`src/hdl/bfca_pkg.sv`:
```
`timescale 1ns / 1ps
// ---------------------------------------------------------------------------
// bfca_pkg
// Shared types and codes of the best-fit coalescing allocator.
// ---------------------------------------------------------------------------
package bfca_pkg;

   localparam int ADDR_W  = 48;
   localparam int LEN_W   = 41;
   localparam int BYTES_W = 42;

   localparam logic [1:0] OP_ALLOC = 2'd0;
   localparam logic [1:0] OP_FREE  = 2'd1;
   localparam logic [1:0] OP_INIT  = 2'd2;

   localparam logic [2:0] ST_OK      = 3'd0;
   localparam logic [2:0] ST_NOFIT   = 3'd1;
   localparam logic [2:0] ST_IGNORED = 3'd2;
   localparam logic [2:0] ST_BAD     = 3'd3;
   localparam logic [2:0] ST_FULL    = 3'd4;

   localparam logic REG_ARENA_BASE = 1'b0;
   localparam logic REG_ARENA_SIZE = 1'b1;

   localparam logic [LEN_W-1:0] LEN_MAX = {LEN_W{1'b1}};

   typedef struct packed {
      logic [1:0]        operation;
      logic [LEN_W-1:0]  byte_count;
      logic [ADDR_W-1:0] block_address;
   } req_type;

   typedef struct packed {
      logic [2:0]        status;
      logic [ADDR_W-1:0] granted_address;
      logic [LEN_W-1:0]  free_total;
   } rsp_type;

   typedef struct packed {
      logic [ADDR_W-1:0] start;
      logic [LEN_W-1:0]  length;
   } entry_type;

   typedef enum logic [2:0] {
      WR_SHIFT_DN, WR_SHIFT_UP, WR_SPLIT, WR_MERGE_BOTH,
      WR_MERGE_PREV, WR_MERGE_NEXT, WR_INSERT, WR_INIT
   } wr_sel_type;

   typedef enum logic [1:0] {
      SUM_KEEP, SUM_SUB, SUM_ADD, SUM_INIT
   } sum_op_type;

   typedef struct packed {
      logic       load;
      logic       rd_en;
      logic       eval_alloc;
      logic       eval_free;
      logic       wr_en;
      wr_sel_type wr_sel;
      logic       rsp_load;
      logic [2:0] status;
      logic       grant;
      sum_op_type sum_op;
   } cmd_type;

   typedef struct packed {
      logic [1:0] op;
      logic       count_zero;
      logic       addr_zero;
      logic       range_bad;
      logic       best_found;
      logic       best_exact;
      logic       scan_found;
      logic       free_bad;
      logic       mprev;
      logic       mnext;
      logic       init_zero;
   } stat_type;

endpackage

```
`src/hdl/bfca_ctrl.sv`:
```
`timescale 1ns / 1ps
// ---------------------------------------------------------------------------
// bfca_ctrl
// Sequencer for table scans, entry shifts and response handshake.
// ---------------------------------------------------------------------------
module bfca_ctrl import bfca_pkg::*; #(
   parameter int MAX_FREE_BLOCKS = 64
) (
   input  logic                               clock,
   input  logic                               reset,
   input  logic                               req_valid,
   output logic                               req_ready,
   output logic                               rsp_valid,
   input  logic                               rsp_ready,
   output cmd_type                            cmd,
   output logic [$clog2(MAX_FREE_BLOCKS)-1:0] rd_addr,
   output logic [$clog2(MAX_FREE_BLOCKS)-1:0] wr_addr,
   input  stat_type                           stat,
   input  logic [$clog2(MAX_FREE_BLOCKS)-1:0] best_idx,
   input  logic [$clog2(MAX_FREE_BLOCKS)-1:0] found_idx
);

   localparam int IW = $clog2(MAX_FREE_BLOCKS);
   localparam int CW = $clog2(MAX_FREE_BLOCKS + 1);

   typedef enum logic [3:0] {
      S_IDLE, S_PREP, S_DISP, S_A_SCAN, S_A_DEC, S_F_SCAN, S_F_DEC,
      S_SHIFT_DN, S_SHIFT_UP, S_INSERT, S_DONE
   } state_type;

   typedef enum logic [2:0] {
      ENT_KEEP, ENT_INC, ENT_DEC, ENT_SET0, ENT_SET1
   } ent_op_type;

   state_type  state_ff, state_in;
   logic [CW-1:0] iss_ff, iss_in;
   logic [CW-1:0] pos_ff, pos_in;
   logic [CW-1:0] entries_ff, entries_in;
   logic [2:0] status_ff, status_in;
   ent_op_type ent_op_ff, ent_op_in;
   sum_op_type sum_op_ff, sum_op_in;
   logic       grant_ff, grant_in;
   logic       rsp_valid_ff, rsp_valid_in;
   logic       rvalid_ff;
   logic [CW-1:0] pos_now;
   logic [CW-1:0] pos_less;

   assign req_ready = (state_ff == S_IDLE);
   assign rsp_valid = rsp_valid_ff;

   always_comb begin
      state_in     = state_ff;
      iss_in       = iss_ff;
      pos_in       = pos_ff;
      entries_in   = entries_ff;
      status_in    = status_ff;
      ent_op_in    = ent_op_ff;
      sum_op_in    = sum_op_ff;
      grant_in     = grant_ff;
      rsp_valid_in = rsp_valid_ff && !rsp_ready;
      cmd          = '0;
      rd_addr      = '0;
      wr_addr      = '0;
      pos_now      = stat.scan_found ? CW'(found_idx) : entries_ff;
      pos_less     = pos_now - CW'(1);

      unique case (state_ff)
         S_IDLE: begin
            if (req_valid) begin
               cmd.load = 1'b1;
               state_in = S_PREP;
            end
         end
         S_PREP: state_in = S_DISP;
         S_DISP: begin
            iss_in    = '0;
            grant_in  = 1'b0;
            sum_op_in = SUM_KEEP;
            ent_op_in = ENT_KEEP;
            state_in  = S_DONE;
            unique case (stat.op)
               OP_ALLOC: begin
                  if (stat.count_zero) begin
                     status_in = ST_IGNORED;
                  end else begin
                     state_in = S_A_SCAN;
                  end
               end
               OP_FREE: begin
                  if (stat.count_zero || stat.addr_zero) begin
                     status_in = ST_IGNORED;
                  end else if (stat.range_bad) begin
                     status_in = ST_BAD;
                  end else begin
                     state_in = S_F_SCAN;
                  end
               end
               OP_INIT: begin
                  cmd.wr_en  = !stat.init_zero;
                  cmd.wr_sel = WR_INIT;
                  status_in  = ST_OK;
                  sum_op_in  = SUM_INIT;
                  ent_op_in  = stat.init_zero ? ENT_SET0 : ENT_SET1;
               end
               default: status_in = ST_IGNORED;
            endcase
         end
         S_A_SCAN: begin
            if (iss_ff < entries_ff) begin
               cmd.rd_en = 1'b1;
               rd_addr   = iss_ff[IW-1:0];
               iss_in    = iss_ff + CW'(1);
            end
            cmd.eval_alloc = rvalid_ff;
            if ((iss_ff == entries_ff) && !rvalid_ff) begin
               state_in = S_A_DEC;
            end
         end
         S_A_DEC: begin
            if (!stat.best_found) begin
               status_in = ST_NOFIT;
               state_in  = S_DONE;
            end else begin
               status_in = ST_OK;
               grant_in  = 1'b1;
               sum_op_in = SUM_SUB;
               if (stat.best_exact) begin
                  // The exact fit leaves the table; close the gap behind it.
                  ent_op_in = ENT_DEC;
                  iss_in    = CW'(best_idx) + CW'(1);
                  state_in  = S_SHIFT_DN;
               end else begin
                  cmd.wr_en  = 1'b1;
                  cmd.wr_sel = WR_SPLIT;
                  wr_addr    = best_idx;
                  state_in   = S_DONE;
               end
            end
         end
         S_F_SCAN: begin
            if ((iss_ff < entries_ff) && !stat.scan_found) begin
               cmd.rd_en = 1'b1;
               rd_addr   = iss_ff[IW-1:0];
               iss_in    = iss_ff + CW'(1);
            end
            cmd.eval_free = rvalid_ff;
            if ((stat.scan_found || (iss_ff == entries_ff)) && !rvalid_ff) begin
               state_in = S_F_DEC;
            end
         end
         S_F_DEC: begin
            state_in  = S_DONE;
            status_in = ST_OK;
            sum_op_in = SUM_ADD;
            if (stat.free_bad) begin
               status_in = ST_BAD;
               sum_op_in = SUM_KEEP;
            end else if (stat.mprev && stat.mnext) begin
               cmd.wr_en  = 1'b1;
               cmd.wr_sel = WR_MERGE_BOTH;
               wr_addr    = pos_less[IW-1:0];
               ent_op_in  = ENT_DEC;
               iss_in     = pos_now + CW'(1);
               state_in   = S_SHIFT_DN;
            end else if (stat.mprev) begin
               cmd.wr_en  = 1'b1;
               cmd.wr_sel = WR_MERGE_PREV;
               wr_addr    = pos_less[IW-1:0];
            end else if (stat.mnext) begin
               cmd.wr_en  = 1'b1;
               cmd.wr_sel = WR_MERGE_NEXT;
               wr_addr    = pos_now[IW-1:0];
            end else if (entries_ff >= CW'(MAX_FREE_BLOCKS)) begin
               status_in = ST_FULL;
               sum_op_in = SUM_KEEP;
            end else begin
               ent_op_in = ENT_INC;
               iss_in    = entries_ff;
               pos_in    = pos_now;
               state_in  = S_SHIFT_UP;
            end
         end
         S_SHIFT_DN: begin
            if (iss_ff < entries_ff) begin
               cmd.rd_en = 1'b1;
               rd_addr   = iss_ff[IW-1:0];
               iss_in    = iss_ff + CW'(1);
            end
            if (rvalid_ff) begin
               cmd.wr_en  = 1'b1;
               cmd.wr_sel = WR_SHIFT_DN;
            end
            if ((iss_ff == entries_ff) && !rvalid_ff) begin
               state_in = S_DONE;
            end
         end
         S_SHIFT_UP: begin
            // Walk down from the top so no entry is overwritten before it moves.
            if (iss_ff > pos_ff) begin
               cmd.rd_en = 1'b1;
               rd_addr   = IW'(iss_ff - CW'(1));
               iss_in    = iss_ff - CW'(1);
            end
            if (rvalid_ff) begin
               cmd.wr_en  = 1'b1;
               cmd.wr_sel = WR_SHIFT_UP;
            end
            if ((iss_ff == pos_ff) && !rvalid_ff) begin
               state_in = S_INSERT;
            end
         end
         S_INSERT: begin
            cmd.wr_en  = 1'b1;
            cmd.wr_sel = WR_INSERT;
            wr_addr    = pos_ff[IW-1:0];
            state_in   = S_DONE;
         end
         S_DONE: begin
            if (!rsp_valid_ff || rsp_ready) begin
               cmd.rsp_load = 1'b1;
               cmd.status   = status_ff;
               cmd.grant    = grant_ff;
               cmd.sum_op   = sum_op_ff;
               rsp_valid_in = 1'b1;
               state_in     = S_IDLE;
               unique case (ent_op_ff)
                  ENT_KEEP: entries_in = entries_ff;
                  ENT_INC:  entries_in = entries_ff + CW'(1);
                  ENT_DEC:  entries_in = entries_ff - CW'(1);
                  ENT_SET0: entries_in = '0;
                  ENT_SET1: entries_in = CW'(1);
                  default:  entries_in = entries_ff;
               endcase
            end
         end
         default: state_in = S_IDLE;
      endcase
   end

   always_ff @(posedge clock) begin
      if (reset) begin
         state_ff     <= S_IDLE;
         iss_ff       <= '0;
         pos_ff       <= '0;
         entries_ff   <= '0;
         status_ff    <= ST_OK;
         ent_op_ff    <= ENT_KEEP;
         sum_op_ff    <= SUM_KEEP;
         grant_ff     <= 1'b0;
         rsp_valid_ff <= 1'b0;
         rvalid_ff    <= 1'b0;
      end else begin
         state_ff     <= state_in;
         iss_ff       <= iss_in;
         pos_ff       <= pos_in;
         entries_ff   <= entries_in;
         status_ff    <= status_in;
         ent_op_ff    <= ent_op_in;
         sum_op_ff    <= sum_op_in;
         grant_ff     <= grant_in;
         rsp_valid_ff <= rsp_valid_in;
         rvalid_ff    <= cmd.rd_en;
      end
   end

   a_no_overwrite: assert property (@(posedge clock) disable iff (reset)
      cmd.rsp_load |-> (!rsp_valid_ff || rsp_ready))
      else $error("pending response overwritten");

   a_entries_bound: assert property (@(posedge clock) disable iff (reset)
      entries_ff <= CW'(MAX_FREE_BLOCKS))
      else $error("table count beyond capacity");

   a_accept_prep: assert property (@(posedge clock) disable iff (reset)
      (req_valid && req_ready) |=> (state_ff == S_PREP))
      else $error("accepted transaction not started");

   a_load_done: assert property (@(posedge clock) disable iff (reset)
      cmd.rsp_load |=> (rsp_valid_ff && (state_ff == S_IDLE)))
      else $error("response load did not raise valid");

endmodule

```
`config.mk`:
```
export PLATFORM = sky130hd
export DESIGN_NAME = bfca_ctrl
export DESIGN_NICKNAME = d
export VERILOG_FILES = /design/src/hdl/bfca_pkg.sv /design/src/hdl/bfca_ctrl.sv
export SDC_FILE = /design/constraint.sdc
export NUM_CORES = 1
export LEC_CHECK = 0
export ABC_AREA = 1
export BUFFER_PORTS_ARGS = -buffer_cell sky130_fd_sc_hd__buf_2
export CORE_UTILIZATION = 45
export DETAILED_ROUTE_END_ITERATION = 12
export GPL_TIMING_DRIVEN = 0
export PLACE_DENSITY = 0.66
export SETUP_SLACK_MARGIN = 0.1
export SYNTH_ARGS = -nofsm -noshare
export SYNTH_HDL_FRONTEND = slang
export SYNTH_SLANG_ARGS = --single-unit
```
`constraint.sdc`:
```
create_clock -name clock -period 7.57 [get_ports clock]
set_clock_uncertainty 0.15 [all_clocks]
set_input_delay 2.271 -clock clock [delete_from_list [all_inputs] [get_ports clock]]
set_output_delay 2.271 -clock clock [all_outputs]
set_load 0.02 [all_outputs]
```
# --- After elaboration in Yosys (flattened, before gate mapping) ---
# Cells that the tools add are included.
totals:
  wordCells: 184
  out_inout_bits: 29
  inputBits: 28
  ff_bits: 36
classes:
  addsub: 7
  bitwise_logic: 5
  n_mux: 95
  magnitude_cmp: 3
  n_eq_ne: 35
  reduce_logical: 29
op_table:
  columns: ["cell", "n"]
  rows:
  - ["$mux W7", 13]
  - ["$mux W4", 22]
  - ["$mux W6", 9]
  - ["$mux W3", 17]
  - ["$pmux W4 S11", 1]
  - ["$pmux W7 S6", 1]
  - ["$pmux W6 S3", 2]
  - ["$pmux W7 S4", 1]
  - ["$pmux W3 S3", 3]
  - ["$pmux W4 S6", 1]
  - ["$ne A2 B2 Y1 const B", 11]
  - ["$add A7 B1 Y7 const B", 3]
  - ["$mux W2", 10]
  - ["$eq A4 B3 Y1 const B", 4]
  - ["$eq A7 B7 Y1", 2]
  - ["$sub A7 B1 Y7 const B", 2]
  - ["$eq A4 B4 Y1 const B", 3]
  - ["$ne A3 B3 Y1 const B", 4]
  - ["$reduce_and A6 Y1", 2]
  - ["$mux W1", 11]
  - ["$reduce_and A10 Y1", 1]
  - ["$eq A4 B2 Y1 const B", 2]
  - ["$pmux W4 S2", 1]
  - ["$add A6 B1 Y7 const B", 1]
  - ["29 further kinds", 47]

# --- Depth between registers and ports, before layout ---
# Gate-level depths: netlist of the first run.
logic_depth:
  ltp_word: 7
  depth_mapped: 14
  mapped_depth_nobuf: 14

# --- Least setup slack after synthesis of the first run ---
# OpenSTA, ideal clock, no wires.
synth_path:
  path_type: "in2out"
  startpoint: "input stat[4] (netlist name)"
  endpoint: "output wr_addr[4]"
  arrival_time_ns: 3.683
  required_time_ns: 5.149
  n_path_buf: 1
  slack_ns: 1.466
  cell_stages: 10
  cell_sequence: "buf_2 o21ai_1 inv_1 ha_1 inv_1 nor2_1 nand3_1 o21ai_0 o211ai_1 o221ai_1"
synth_between:
  elab_chain_cells: 6
  word_cells_on_any_way: 7
  cone_classes: "add/sub: 1; mux: 6"
synth_rtl:
  columns: ["element", "line", "text"]
  rows:
  - ["start, declared", "bfca_ctrl.sv:18", "input stat_type stat,"]
  - ["$mux W7 *", "bfca_ctrl.sv:64", "pos_now = stat.scan_found ? CW'(found_idx) : entries_ff;"]
  - ["via pos_now[0]", "bfca_ctrl.sv:45", "logic [CW-1:0] pos_now;"]
  - ["$sub A6 B1 Y6 *", "bfca_ctrl.sv:65", "pos_less = pos_now - CW'(1);"]
  - ["$mux W6", "bfca_ctrl.sv:165", "end else if (stat.mprev) begin"]
  - ["$mux W6 *", "bfca_ctrl.sv:158", "end else if (stat.mprev && stat.mnext) begin"]
  - ["$mux W6 *", "bfca_ctrl.sv:155", "if (stat.free_bad) begin"]
  - ["$pmux W6 S3 *", "bfca_ctrl.sv:67", "unique case (state_ff)"]
  - ["end, declared", "bfca_ctrl.sv:17", "output logic [$clog2(MAX_FREE_BLOCKS)-1:0] wr_addr,"]
# Mark *: on every way through the listed nets, which the timed path passes. The rest lies on a longest branch.

# --- Final worst setup path of the first run ---
# Ends and elaborated chain as after synthesis.

==> summary.md, run 1 <==
| Metric | Value |
|---|---|
| Outcome | `finished, final reports clean` |
| Setup Buffers After CTS | `0` |
| Hold wc startpoint | `pos_ff[6]` |
| CP Launch Type | `input port` |
| Initial antenna violation count | `0` |
| Logic pwr share | `48.3%` |
| Switch Pwr | `about 370 uW` |
| Most frequent cells in the layout | `nand2_1 (151), inv_1 (81), nor2_1 (59)` |
| # port buffers | `56` |
| Synth Area per Inst | `6.07 um^2` |
| Hold slack | `0.296 ns` |
| First-pass GRT wire length | `18300 um` |
| CTS H-Tree Depth | `2` |
| # diodes | `0` |
| Rel. slew slack | `49.6%` |
| Most common cell after layout, fill and taps aside | `nand2_1` |
| Dpl hpwl | `9290 um` |
| Syn Inst Count | `587` |
| Worst IR Drop VDD | `between 100 and 150 uV` |
| Drt drc | `0` |
| RSZ-0062 raised after global routing | `false` |
| Die ar. | `slightly above 0.008 mm^2` |
| Clock power frac | `22.3%` |
| Critical path's largest stage delay | `0.50 ns` |
| CORE AREA | `0.00769 mm^2` |
| CP Max Fanout | `10` |
| Reg2reg start | `entries_ff[1]` |
| Power per cell area | `196 mW/mm^2` |
| Post-Synth Adder-Cell Area | `11.4%` |
| CP Launch Point | `stat[4]` |
| Critical Path Slowest Stage Cell | `o21ai_1` |
| Synth warn | `0` |
| WHS Endpoint | `pos_ff[6]` |
| R2R Setup Slk | `5.09 ns` |
| Most used cell, CP | `buf_2` |
| Final WS setup | `0.833 ns` |
| Synth unique cells | `40` |
| Worst skew pair latency | `0.30 ns` |
| Hold Crit Depth | `2` |
| Reg area | `721 um^2` |
| Fill cells | `around 850` |
| Non-Filler Cell Area, Final | `0.00409 mm^2` |
| Initial Utilization | `46.4%` |
| Synthesized cell area | `0.00357 mm^2` |
| Fin crit period | `6.74 ns` |
| Chip Width | `91.0 um` |
| Chip Height | `91.0 um` |
| Antenna Violating Nets Remaining | `0` |
| Critical setup path kind | `in2out` |
| Multi-input logic area | `~0.0025 mm^2` |
| Final Max Slew Viols | `0` |
| Sequential-to-total area share from yosys stat | `between 20% and 30%` |
| Post-synthesis compound-gate area fraction | `a little under a fifth` |
| Post-DR vias/cell | `5.49` |
| Hold Path Class | `reg2reg` |
| Simple-gate area share of the yosys netlist | `37.4%` |
| Layout cell share with drive strength beyond 1 | `14.6%` |
| Post-synthesis xor/xnor area fraction | `between 1.5 and 2%` |
| DR WL/cell | `between 15 and 20 um` |
| Std cell rows | `32` |
| Fmax | `between 0.1 and 0.15 GHz` |
| Root Driver | `clkbuf_8` |
| Drt pass-1 iters | `5` |
| Worst Path Arrival | `4.32 ns` |
| Routability congestion estimate | `between 1 and 1.5` |
| Required time of the critical path | `5.15 ns` |
| Grt ovf | `0` |
| Largest net degree at the start of global routing | `13` |
| Switch share | `45.7%` |
| Total CTS buffers | `5` |
| Mapped Nets | `647` |
| DP Area | `around 0.004 mm^2` |
| Final setup viols | `0` |
| Dpl ws | `0.928 ns` |
| Final hold vios | `0` |
| Via count | `4131` |
| Tcrit/Tclk final | `89.0%` |
| FF-to-FF End | `iss_ff[4]` |
| Setup TNS | `0 ns` |
| Largest family of logic cells by synthesized area | `simple AND/OR/NAND/NOR gates` |
| Critical Path End Type | `output pin` |
| Drt total wl | `11500 um` |
| Initial DRC count | `285` |
| CTS tree | `built` |
| Cell Int Power | `435 uW` |
| Nets | `slightly above 700` |
| Crit-path cells | `buf_2, buf_2, o21ai_1, inv_1, ha_1, inv_1, nor2_1, nand3_1, o21ai_0, o211ai_1, o221ai_1, buf_2` |
| Mux cell area share after synthesis | `0%` |
| Max-Cap Viols | `0` |
| Vias in the first global route | `3816` |
| Sequential share of power | `29.4%` |
| Worst-Margin Slew | `0.747 ns` |
| Clock sink total | `36` |
| I/O pins | `57` |
| CTS max path bufs | `2` |
| Clock Pin Slew Worst Setup and Hold Paths | `0.08 ns` |
| Reg2Reg Depth | `10` |
| Post-cts sizing count | `0` |
| Hold_buf cts | `0` |
| Static Leak | `1.95 nW` |
| Total track usage | `27.7%` |
| Power, Total | `800 uW` |
| Synth-to-Final Area Change | `14.6%` |
| FF+latch count, synth | `36` |
==> sequential cells by signal (all words and copies together) (netlist names) <==
signal and count:
ent_op_ff 3, entries_ff 7, grant_ff 1, iss_ff 7
pos_ff 7, rsp_valid 1, rvalid_ff 1, state_ff 4
status_ff 3, sum_op_ff 2
==> how the worst max path moves through the flow <==
stage                 endpoint  depth (start not counted)
CTS                 wr_addr[4]                         12
floorplan           wr_addr[4]                         10
global placement    wr_addr[4]                         12
detailed placement  wr_addr[4]                         12
global route        wr_addr[4]                         12
finish              wr_addr[4]                         12
==> cell usage after synthesis, drive strengths merged <==
library cell | number | share of area, %
a21oi | 40 | 5.6
o2111ai | 4 | 0.98
o221ai | 8 | 2.0
clkbuf | 5 | 0.53
o2111a | 1 | 0.32
o31ai | 2 | 0.42
nand4 | 8 | 1.4
xor2 | 4 | 0.98
clkinv | 1 | 0.11
ha | 31 | 11
or2 | 4 | 0.70
nor2 | 72 | 9.2
o22ai | 4 | 0.70
a21boi | 1 | 0.21
dfxtp | 36 | 20
a32oi | 1 | 0.25
inv | 85 | 8.9
o32ai | 1 | 0.25
xnor2 | 3 | 0.74
nand2 | 156 | 17
o21a | 2 | 0.42
nand3b | 2 | 0.42
buf | 3 | 0.67
fa | 1 | 0.56
a22oi | 1 | 0.21
o21ai | 42 | 6.0
o211ai | 2 | 0.42
a31oi | 7 | 1.2
nand3 | 56 | 8.2
nor3 | 4 | 0.56
==> routing by layer <==
metal | vias to the layer above | GRT usage, % | wire, um
met1 | 1872 | 35.3 | 5150
met3 | 16 | 4.02 | 713
met5 | - | 0 | 0
met2 | 173 | 48.1 | 5370
li1 | 2070 | - | -
met4 | 0 | 8.47 | 243
==> worst max-delay path, delay by kind of cell <==
family | cells | cell delay (ns)
adder cells (fa/ha/maj) | 1 | 0.24
AO/OA/AOI/OAI | 4 | 0.88
AND/OR/NAND/NOR | 2 | 0.17
buffers and inverters | 5 | 0.74
==> cell families (layout without fill, tap and decap cells) <==
| kind of cell | Yosys count | count (layout) |
|---|---|---|
| fa+ha+maj | 32 | 32 |
| compound gates | 116 | 116 |
| buf+inv | 94 | 158 |
| xor+xnor | 7 | 7 |
| flops | 36 | 36 |
| simple gates | 302 | 302 |
==> through the flow <==
stage,utilization (%),instances
6_report,53.1,753
5_1_grt,53.1,753
4_1_cts,53.1,753
3_5_place_dp,51.7,745
3_3_place_gp,51.7,745
2_1_floorplan,-,587
==> power groups by stage <==
stage	logic, mW	registers, mW	clock network [mW]
final	0.387	0.236	0.178
after global routing	0.428	0.238	0.189
after CTS	0.381	0.235	0.182
after detailed placement	0.379	0.240	0
after global placement	0.378	0.239	0
after floorplan	0.289	0.233	0
==> area by class of cell <==
class                   count  area share (%)
multi-input cells         457            60.7
flip-flops and latches     36            17.6
inverters                  86            7.90
repair buffers             56            6.86
well taps                 102            3.12
clock buffers               5            1.68
clock inverters             3            1.04
plain buffers               8            1.04
Note: power is estimated with default switching activity, not from simulation.
==> inputs of run 2 (changes only) <==
--- a/config.mk
+++ b/config.mk
@@ -10,7 +10,7 @@
 export CORE_UTILIZATION = 45
 export DETAILED_ROUTE_END_ITERATION = 12
 export GPL_TIMING_DRIVEN = 0
-export PLACE_DENSITY = 0.66
+export PLACE_DENSITY = 0.68
 export SETUP_SLACK_MARGIN = 0.1
 export SYNTH_ARGS = -nofsm -noshare
 export SYNTH_HDL_FRONTEND = slang
==> constraint.sdc (replaced) <==
create_clock -name clock -period 5.6 [get_ports clock]
set_clock_uncertainty 0.15 [all_clocks]
set_input_delay 1.68 -clock clock [delete_from_list [all_inputs] [get_ports clock]]
set_output_delay 1.68 -clock clock [all_outputs]
set_load 0.02 [all_outputs]
==> run 2 against run 1 <==
  * Cell count did not move
  * Hold slack got worse by 0.0059 ns
  * Via count rose by 1.5%
  * Critical path depth did not move
  * Flip-flop and latch count did not move
  * Worst setup slack got worse by 0.53 ns
  * First-iteration DRC count fell by 7.7%
==> summary.md, run 2 (synthesis results as in run 1) <==
| Metric | Value |
|---|---|
| Synth-to-Final Area Change | `15.0%` |
| First-pass GRT wire length | `18700 um` |
| Initial antenna violation count | `0` |
| Outcome | `finished, final reports clean` |
| Drt drc | `0` |
| Vias in the first global route | `~4000` |
| Fill cells | `838` |
| Critical Path Slowest Stage Cell | `o211ai_1` |
| Non-Filler Cell Area, Final | `0.00410 mm^2` |
| CP Launch Point | `stat[4]` |
| Clock sink total | `36` |
| Root Driver | `clkbuf_8` |
| Met3 WL post-DR | `651 um` |
| Crit-path cells | `buf_2, clkbuf_4, nand2_1, o21ai_4, inv_1, ha_1, inv_1, nor2_2, nand3_1, o211ai_1, o221ai_1, buf_2` |
| Setup TNS | `0 ns` |
| DP Area | `0.00397 mm^2` |
| Dpl hpwl | `approximately 9600 um` |
| Setup Buffers After CTS | `0` |
| Total track usage | `around 29%` |
| CTS H-Tree Depth | `2` |
| Met2 WL | `about 5400 um` |
| Antenna Violating Nets Remaining | `0` |
| Via count | `4191` |
| Critical Path End Type | `output pin` |
| Hold wc startpoint | `pos_ff[6]` |
| Routability congestion estimate | `1.00` |
| Worst Path Arrival | `around 3.5 ns` |
| I/O pins | `between 50 and 60` |
| Critical path's largest stage delay | `0.25 ns` |
| Fmax | `0.189 GHz` |
| FF-to-FF End | `iss_ff[4]` |
| Tcrit/Tclk final | `94.7%` |
| Std cell rows | `32` |
| Chip Width | `91.0 um` |
| Fin crit period | `5.30 ns` |
| Required time of the critical path | `roughly 3.8 ns` |
| Post-DR vias/cell | `5.57` |
| Final setup viols | `0` |
| Reg2reg start | `state_ff[0]` |
| Final hold vios | `0` |
| Clock Pin Slew Worst Setup and Hold Paths | `roughly 0.080 ns` |
| Utilization after layout | `between 50% and 60%` |
| Routed met1 length | `5130 um` |
| Final Max Slew Viols | `0` |
| RSZ-0062 raised after global routing | `false` |
| Power per cell area | `265 mW/mm^2` |
| R2R Setup Slk | `3.20 ns` |
| DR WL/cell | `roughly 16 um` |
| WHS Endpoint | `pos_ff[6]` |
| Max-Cap Viols | `0` |
| Drt total wl | `~12000 um` |
| Initial Utilization | `46.4%` |
| Worst skew pair latency | `0.30 ns` |
| Total CTS buffers | `5` |
| Chip Height | `between 90 and 100 um` |
| Most common cell after layout, fill and taps aside | `nand2_1` |
| Critical setup path kind | `in2out` |
| Largest regs | `entries_ff x7, iss_ff x7, pos_ff x7` |
| Grt ovf | `0` |
| Finished Layout Cells | `753` |
| CTS max path bufs | `2` |
| Initial DRC count | `263` |
| CORE AREA | `0.00769 mm^2` |
| CP Launch Type | `input port` |
| Rel. slew slack | `49.3%` |
| Worst IR Drop VDD | `132 uV` |
| Top layer reached by signal wires | `met4` |
| Most frequent cells in the layout | `nand2_1 (151), inv_1 (81), nor2_1 (58)` |
| Hold Path Class | `reg2reg` |
| # diodes | `0` |
| Die ar. | `approximately 0.0083 mm^2` |
| Multi-input logic area | `between 0.002 and 0.0025 mm^2` |
| Reg area | `721 um^2` |
| CP Max Fanout | `10` |
| Hold Crit Depth | `2` |
| Static Leak | `1.95 nW` |
| # port buffers | `56` |
| Dpl cells | `745` |
| Reg2Reg Depth | `12` |
| Worst-Margin Slew | `0.752 ns` |
| CTS tree | `built` |
| Drt pass-1 iters | `5` |
| Largest net degree at the start of global routing | `13` |
| Layout cell share with drive strength beyond 1 | `14.9%` |
| Nets | `710` |
## run 2: cell count changes in the layout (fill, tap and decap cells not counted), sizes merged
cell    change
buf         -1
clkbuf      +1
## run 2: cell type report
cell class / instances / share of cell area, %
flip-flops and latches: 36 / 17.6
plain buffers: 8 / 1.10
well taps: 102 / 3.11
inverters: 86 / 7.87
clock inverters: 3 / 1.04
clock buffers: 5 / 1.68
multi-input cells: 457 / 60.8
repair buffers: 56 / 6.83
## run 2: worst max-delay path, delay by kind of cell
kind / cells / cell delay (ns)
compound gates: 3 / 0.52
fa+ha+maj: 1 / 0.15
buf+inv: 5 / 0.68
simple gates: 3 / 0.43
## run 2: what timing repair did
action,CTS,global route
hold buffers,0,0
resized for setup,0,5
setup endpoints to repair,0,2
## run 2: how the worst max path moves through the flow
| stage | end | slack [ns] |
|---|---|---|
| floorplan | wr_addr[4] | 0.68 |
| global placement | wr_addr[4] | 0.14 |
| detailed placement | wr_addr[4] | 0.14 |
| CTS | wr_addr[4] | 0.14 |
| global route | wr_addr[4] | 0.12 |
| finish | wr_addr[4] | 0.30 |
## run 2: metrics by stage
stage,setup slack [ns],hold slack [ns],total power [mW]
2_1_floorplan,0.678,0.269,0.706
3_3_place_gp,0.140,0.278,0.834
3_5_place_dp,0.144,0.281,0.841
4_1_cts,0.141,0.294,1.08
5_1_grt,0.119,0.319,1.16
6_report,0.299,0.290,1.09
## run 2: power by group
part	internal [mW]	switching [mW]	leakage, nW
Combinational	0.171	0.357	1.61
Sequential	0.285	0.0329	0.291
Clock	0.132	0.107	0.0541
## run 2: routing by layer
| metal | up-vias | global-route usage (%) |
|---|---|---|
| met5 | - | 0 |
| met4 | 0 | 13.1 |
| met3 | 38 | 3.18 |
| met2 | 165 | 49.3 |
| met1 | 1910 | 35.4 |
| li1 | 2078 | - |
